===== src/sv/fmpf_pkg.sv =====
// ----------------------------------------------------------------------------
// fmpf_pkg
// Shared types and constants of the first-match packet filter: rule table
// geometry, command codes, control word layout and the controller/datapath
// command and status bundles.
// ----------------------------------------------------------------------------
package fmpf_pkg;

  // Rule table geometry
  localparam int NUM_RULES = 64;
  localparam int IDX_W     = 6;
  localparam int SCAN_W    = IDX_W + 1;
  localparam int NUM_WORDS = 7;
  localparam int WSEL_W    = 3;
  localparam int WORD_W    = 32;
  localparam int PORT_W    = 16;
  localparam int PROTO_W   = 8;
  localparam int ACT_W     = 2;
  localparam int CMD_W     = 2;

  // Command codes
  localparam logic [CMD_W-1:0] CMD_CLASSIFY = 2'd0;
  localparam logic [CMD_W-1:0] CMD_WRITE    = 2'd1;
  localparam logic [CMD_W-1:0] CMD_READ     = 2'd2;

  // Word selects
  localparam logic [WSEL_W-1:0] WSEL_SRC_ADDR = 3'd0;
  localparam logic [WSEL_W-1:0] WSEL_SRC_MASK = 3'd1;
  localparam logic [WSEL_W-1:0] WSEL_DST_ADDR = 3'd2;
  localparam logic [WSEL_W-1:0] WSEL_DST_MASK = 3'd3;
  localparam logic [WSEL_W-1:0] WSEL_SRC_PORT = 3'd4;
  localparam logic [WSEL_W-1:0] WSEL_DST_PORT = 3'd5;
  localparam logic [WSEL_W-1:0] WSEL_CTRL     = 3'd6;

  // Control word bit positions
  localparam int CTL_VALID  = 0;
  localparam int CTL_EN     = 1;
  localparam int CTL_CHAIN  = 2;
  localparam int CTL_PROTO  = 3;
  localparam int CTL_ACTION = 11;

  // Action codes (anything but allow denies)
  localparam logic [ACT_W-1:0] ACT_ALLOW = 2'd0;

  // Controller -> datapath commands
  typedef struct packed {
    logic load;      // capture item, clear result, restart scan
    logic wr_rule;   // write the captured rule word
    logic scan_run;  // advance the scan pointer
    logic take_hit;  // record the first matching rule
    logic cnt_upd;   // counter read-out or increment
  } fmpf_cmd_t;

  // Datapath -> controller status
  typedef struct packed {
    logic enable;    // filter_enable register
    logic hit;       // rule under evaluation matches
    logic last;      // last rule is under evaluation
  } fmpf_sts_t;

endpackage


===== src/sv/fmpf_ctrl.sv =====
// ----------------------------------------------------------------------------
// fmpf_ctrl
// Sequencer of the packet filter: accepts one command at a time, walks the
// rule scan, the counter read-modify-write and the one-cycle result strobe.
// ----------------------------------------------------------------------------
module fmpf_ctrl import fmpf_pkg::*; (
  input  logic             clk,
  input  logic             rst_n,
  input  logic             start,
  input  logic [CMD_W-1:0] in_cmd,
  input  fmpf_sts_t        sts,
  output fmpf_cmd_t        cmd,
  output logic             busy,
  output logic             out_valid
);

  typedef enum logic [5:0] {
    S_IDLE    = 6'b000001,
    S_SCAN    = 6'b000010,
    S_WRITE   = 6'b000100,
    S_CNT_RD  = 6'b001000,
    S_CNT_UPD = 6'b010000,
    S_RESULT  = 6'b100000
  } state_t;

  state_t state_r, state_nxt;

  // Next state and commands
  always_comb begin
    state_nxt = state_r;
    cmd       = '0;
    case (state_r)
      S_IDLE: begin
        if (start) begin
          cmd.load = 1'b1;
          case (in_cmd)
            CMD_CLASSIFY: state_nxt = sts.enable ? S_SCAN : S_RESULT;
            CMD_WRITE:    state_nxt = S_WRITE;
            CMD_READ:     state_nxt = S_CNT_RD;
            default:      state_nxt = S_RESULT;
          endcase
        end
      end
      S_SCAN: begin
        cmd.scan_run = 1'b1;
        if (sts.hit) begin
          cmd.take_hit = 1'b1;
          state_nxt    = S_CNT_RD;
        end else if (sts.last) begin
          state_nxt = S_RESULT;
        end
      end
      S_WRITE: begin
        cmd.wr_rule = 1'b1;
        state_nxt   = S_RESULT;
      end
      S_CNT_RD: begin
        state_nxt = S_CNT_UPD;
      end
      S_CNT_UPD: begin
        cmd.cnt_upd = 1'b1;
        state_nxt   = S_RESULT;
      end
      S_RESULT: begin
        state_nxt = S_IDLE;
      end
      default: begin
        state_nxt = S_IDLE;
      end
    endcase
  end

  // State register
  always_ff @(posedge clk) begin
    if (!rst_n) begin
      state_r <= S_IDLE;
    end else begin
      state_r <= state_nxt;
    end
  end

  assign busy      = (state_r != S_IDLE);
  assign out_valid = (state_r == S_RESULT);

endmodule


===== config.mk =====
export PLATFORM = sky130hd
export DESIGN_NAME = fmpf_ctrl
export DESIGN_NICKNAME = d
export VERILOG_FILES = /design/src/sv/fmpf_pkg.sv /design/src/sv/fmpf_ctrl.sv
export SDC_FILE = /design/constraint.sdc
export NUM_CORES = 1
export LEC_CHECK = 0
export BUFFER_PORTS_ARGS = -buffer_cell sky130_fd_sc_hd__buf_2
export CAP_MARGIN = 0
export CORE_AREA = 4 4 41 43
export DETAILED_ROUTE_END_ITERATION = 8
export DIE_AREA = 0 0 45 47
export GPL_ROUTABILITY_DRIVEN = 1
export PLACE_DENSITY = 0.54
export SLEW_MARGIN = 20
export SYNTH_ARGS = -nofsm -noshare
export SYNTH_HDL_FRONTEND = slang
export SYNTH_SLANG_ARGS = --single-unit

===== constraint.sdc =====
create_clock -name clk -period 1.7 [get_ports clk]
set_input_delay 0.17 -clock clk [delete_from_list [all_inputs] [get_ports clk]]
set_output_delay 0.17 -clock clk [all_outputs]
set_load 0.005 [all_outputs]

==> Word-level counts from Yosys, hierarchy flattened <==
Index checks and enable logic that the tools add are counted.
{ "totals": {"reg_bits": 6, "inputBits": 8, "output_inout_bits": 7, "wordCells": 27} }
{ "classes": {"eq_ne": 11, "n_mux": 12, "n_reduce_logical": 3} }
{ "op_table": {"columns": ["op", "count"], "rows": [
  ["$mux W6", 4],
  ["$pmux W6 S4", 1],
  ["$pmux W6 S3", 1],
  ["$eq A6 B1 Y1 const B", 1],
  ["$eq A6 B2 Y1 const B", 1],
  ["$eq A6 B3 Y1 const B", 1],
  ["$eq A6 B4 Y1 const B", 1],
  ["$eq A6 B5 Y1 const B", 1],
  ["$eq A6 B6 Y1 const B", 1],
  ["$ne A6 B1 Y1 const B", 1],
  ["$mux W1", 5],
  ["$ne A3 B3 Y1 const B", 1],
  ["$eq A2 B1 Y1 const B", 1],
  ["$eq A2 B2 Y1 const B", 1],
  ["$logic_not A2 Y1", 1],
  ["$mux W2", 1],
  ["$ne A2 B2 Y1 const B", 1],
  ["$reduce_and A2 Y1", 1],
  ["$reduce_or A2 Y1", 1]
]} }

==> Depth between registers and ports, before layout <==
{ "logic_depth": {"ltp_word": 4, "ltp_mapped": 5, "ltp_nobuf": 4} }

==> Least setup slack after synthesis <==
No wires, ideal clock.
{ "synth_path": {"kind": "reg-to-reg", "start": "register state_r[4]", "end": "register state_r[3]", "setup_ps": 116, "arrival_time_ps": 1412, "t_required_ps": 1584, "path_slack_ps": 171, "path_stages_with_launch": 6, "path_buffers": 1, "period_less_slack_ps": 1529, "cell_sequence": "dfxtp_1 clkbuf_1 or4_4 o41ai_4 o21bai_2 nor2_1"} }
{ "synth_via": {"elab_chain_len": 3} }
{ "synth_rtl": {"columns": ["item", "line", "source"], "rows": [
  ["start: declaration", "fmpf_ctrl.sv:26", "state_t state_r, state_nxt;"],
  ["start signal: assignment", "fmpf_ctrl.sv:78", "state_r <= state_nxt;"],
  ["$eq A6 B3 Y1, or another cell as far along", "fmpf_ctrl.sv:32", "case (state_r)"],
  ["$reduce_or A2 Y1 (no source line), or another cell as far along", null, null],
  ["$pmux W6 S4 or $reduce_and A2 Y1 (tied branches)", null, null]
]} }
Parallel ways exist; a longest one is shown, timed or not.
A chain may end at the register's enable or synchronous reset.

==> results.json <==
{
  "top_regs": "state_r (6)",
  "p_leak_nw": 0.310,
  "synth_edf_count": 0,
  "drcViolationCount": 0,
  "setup_ws_ns": -0.0401,
  "synthArstFlopShare_pct": 0,
  "die_y_um": 47,
  "combPwrFrac_pct": 25.2,
  "finalSetupTns_ns": -0.0911,
  "switching_power_mw": 0.104,
  "drv_slew": 0,
  "whs_ns": 0.209,
  "port_buffers": 14,
  "regMostFlops": "state_r",
  "clockPowerShare_pct": 35.3,
  "setup_viol": 4,
  "post_synth.cell_area_avg_um2": 8.65,
  "yosysSeqAreaShare_pct": 29.5,
  "grt_pass1_wl_mm": 1.70,
  "post_drt_wl_per_cell_um": 12.5,
  "diodes": 0,
  "finalWirelength_mm": 1.05,
  "cts_root_buffer": "clkbuf_4",
  "ys_ff_latch": 6,
  "critPathLaunchType": "flip-flop",
  "period_needed_ns": 1.74,
  "grt_max_degree": 8,
  "crit_path_end_kind": "output pin",
  "syn_area_um2": 407,
  "synth_cells": 47,
  "cp.arrival_ns": 1.57,
  "synthXorXnorAreaFrac_pct": 4.31,
  "initial_core_util_pct": 31.3,
  "synth-simple-area-share_pct": 37.8,
  "die_w_um": 45,
  "numCtsBuffers": 3,
  "r2r_end": "state_r[3]$_SDFFE_PN0P_",
  "dpl.hpwl_um": 830,
  "final_nets": 79,
  "synthMuxAreaShare_pct": 0,
  "dr.pass1.iters": 4,
  "viasPerCell": 5.05,
  "hold_viol_final": 0,
  "h-tree-depth": 1,
  "clk_pin_slew_ns": 0.05,
  "track_usage_pct": 11.4,
  "swShare_pct": 27.1,
  "peakVddDrop_uv": 314,
  "synthAdderAreaFrac_pct": 0,
  "drtAntennaViolNets": 0,
  "worstHoldEndpoint": "state_r[1]$_SDFFE_PN0P_",
  "seqPwrFrac_pct": 39.5,
  "largest_reg_flops": 6,
  "cp_data_required_time_ns": 1.53,
  "timing.final.crit_share_pct": 102,
  "clock_path_buffers": 2,
  "syn_to_final_growth_pct": 43.7,
  "cp_max_fo": 3,
  "grt_setup_unrepaired": "true",
  "rr_worst_depth": 5,
  "path_class": "flip-flop to output pin",
  "p_int_mw": 0.278,
  "clk_latency_ns": 0.25,
  "antenna_found_initial": 0,
  "outcome": "complete, but fails checks",
  "slew_headroom_pct": 65.2,
  "cts_tree": "yes",
  "tightest_slew_ns": 0.521,
  "finalClockSkew_ns": 0.00112,
  "gp_congestion": 0.749,
  "maxCapViolCount": 0,
  "synth_top_family_by_area": "simple AND/OR/NAND/NOR gates",
  "yosysWarnings": 0,
  "timing.critical_path.from": "state_r[4]$_SDFFE_PN0P_",
  "numClockSinks": 6,
  "syn_nets": 55,
  "rows": 13,
  "hp-class": "primary input to flip-flop",
  "vias": 424,
  "fillerInstances": 146,
  "violations": "setup timing",
  "power_density_nw_per_um2": 654,
  "r2r-start": "state_r[4]$_SDFFE_PN0P_",
  "grt_remaining_overflow": 0,
  "synth_ff_type": "dfxtp_1",
  "first_iter_violations": 4,
  "drive_gt1_share_pct": 44.9,
  "reg2reg_slack_ns": -0.02,
  "ys_types": 25,
  "core_area_um2": 1300,
  "hold_start": "rst_n",
  "fmax_ghz": 0.575,
  "dieArea_um2": 2120,
  "grt_pass1_vias": 426,
  "min_delay_path_depth": 2,
  "synth_compound_area_share_pct": 25.5,
  "ioPinCount": 15,
  "ctsHoldBuffers": 0
}
==> cells by family after synthesis <==
logic type	Yosys count
and+or+nand+nor	25
AOI/OAI and AO/OA	11
DFF	6
buffers and inverters	3
xor gates and xnor gates	2
==> layout make-up <==
cell class                      instances  area (µm²)  share of cell area (%)
Clock buffer                            3        22.5                    3.85
Inverter                                2        7.51                    1.28
Multi-Input combinational cell         38         299                    51.2
Sequential cell                         6         121                    20.8
Tap cell                               15        18.8                    3.21
Timing Repair Buffer                   20         115                    19.7
==> what timing repair did <==
action / in CTS / in global routing
gates resized for setup: 1 / 4
pin swaps: 2 / 3
endpoints found under the setup margin: 3 / 6
setup buffers: 2 / 1
==> cell usage in the layout, fill, tap and decap left out, types with 2 or more instances in the layout <==
| cell | count |
|---|---|
| clkbuf_4 | 3 |
| nor3_1 | 3 |
| and3_1 | 3 |
| nor2_1 | 6 |
| buf_2 | 14 |
| xor2_1 | 2 |
| inv_1 | 2 |
| nand2b_1 | 2 |
| dfxtp_1 | 5 |
| nand3b_1 | 3 |
| and2_1 | 2 |
| buf_4 | 6 |
| o21ai_0 | 2 |
==> worst max-delay path by stage <==
stage | to | depth (start not counted)
floorplan | state_r[3]$_SDFFE_PN0P_ | 5
global placement | cmd[4] | 4
global route | cmd[4] | 4
CTS | cmd[4] | 4
finish | cmd[4] | 4
detailed placement | cmd[4] | 4
==> per-stage QoR <==
stage               instances  cell area [µm²]  worst slack, ns  util, %  power, mW
floorplan                  47              407            0.171        -      0.199
global placement           78              514            0.103     39.5      0.229
detailed placement         78              514           0.0778     39.5      0.230
CTS                        83              558          -0.0660     42.9      0.375
global route               84              584           -0.140     44.9      0.404
finish                     84              584          -0.0401     44.9      0.382
==> cells in the mapped netlist, drive strengths merged, types with 2 or more instances <==
cell | instances | area [µm²]
inv | 2 | 7.51
nor3 | 4 | 20.0
and3 | 3 | 18.8
nand3b | 3 | 22.5
xor2 | 2 | 17.5
nand2b | 2 | 12.5
o21ai | 2 | 10.0
nor2 | 6 | 22.5
dfxtp | 6 | 120
and2 | 2 | 12.5
==> per-layer routing <==
layer | up-vias | wire, µm | track usage (%)
met5 | - | 0 | 0
met4 | 0 | 29 | 7.02
met3 | 6 | 68 | 3.45
met2 | 14 | 506 | 18.9
met1 | 188 | 442 | 12.8
li1 | 216 | - | -
==> critical path, cell delays in order, from the launching register on <==
cell     delay [ns]
dfxtp_2        0.31
or4_4          0.56
nor3b_4        0.20
and2_1         0.14
buf_2          0.10
==> power groups by stage <==
stage,Clock (mW),Combinational [mW],Sequential [mW]
after CTS,0.135,0.0889,0.151
final,0.135,0.0963,0.151
after floorplan,0,0.0458,0.153
after global routing,0.145,0.107,0.152
after detailed placement,0,0.0770,0.153
after global placement,0,0.0760,0.153
No activity file was read; power rests on OpenSTA's default activity.
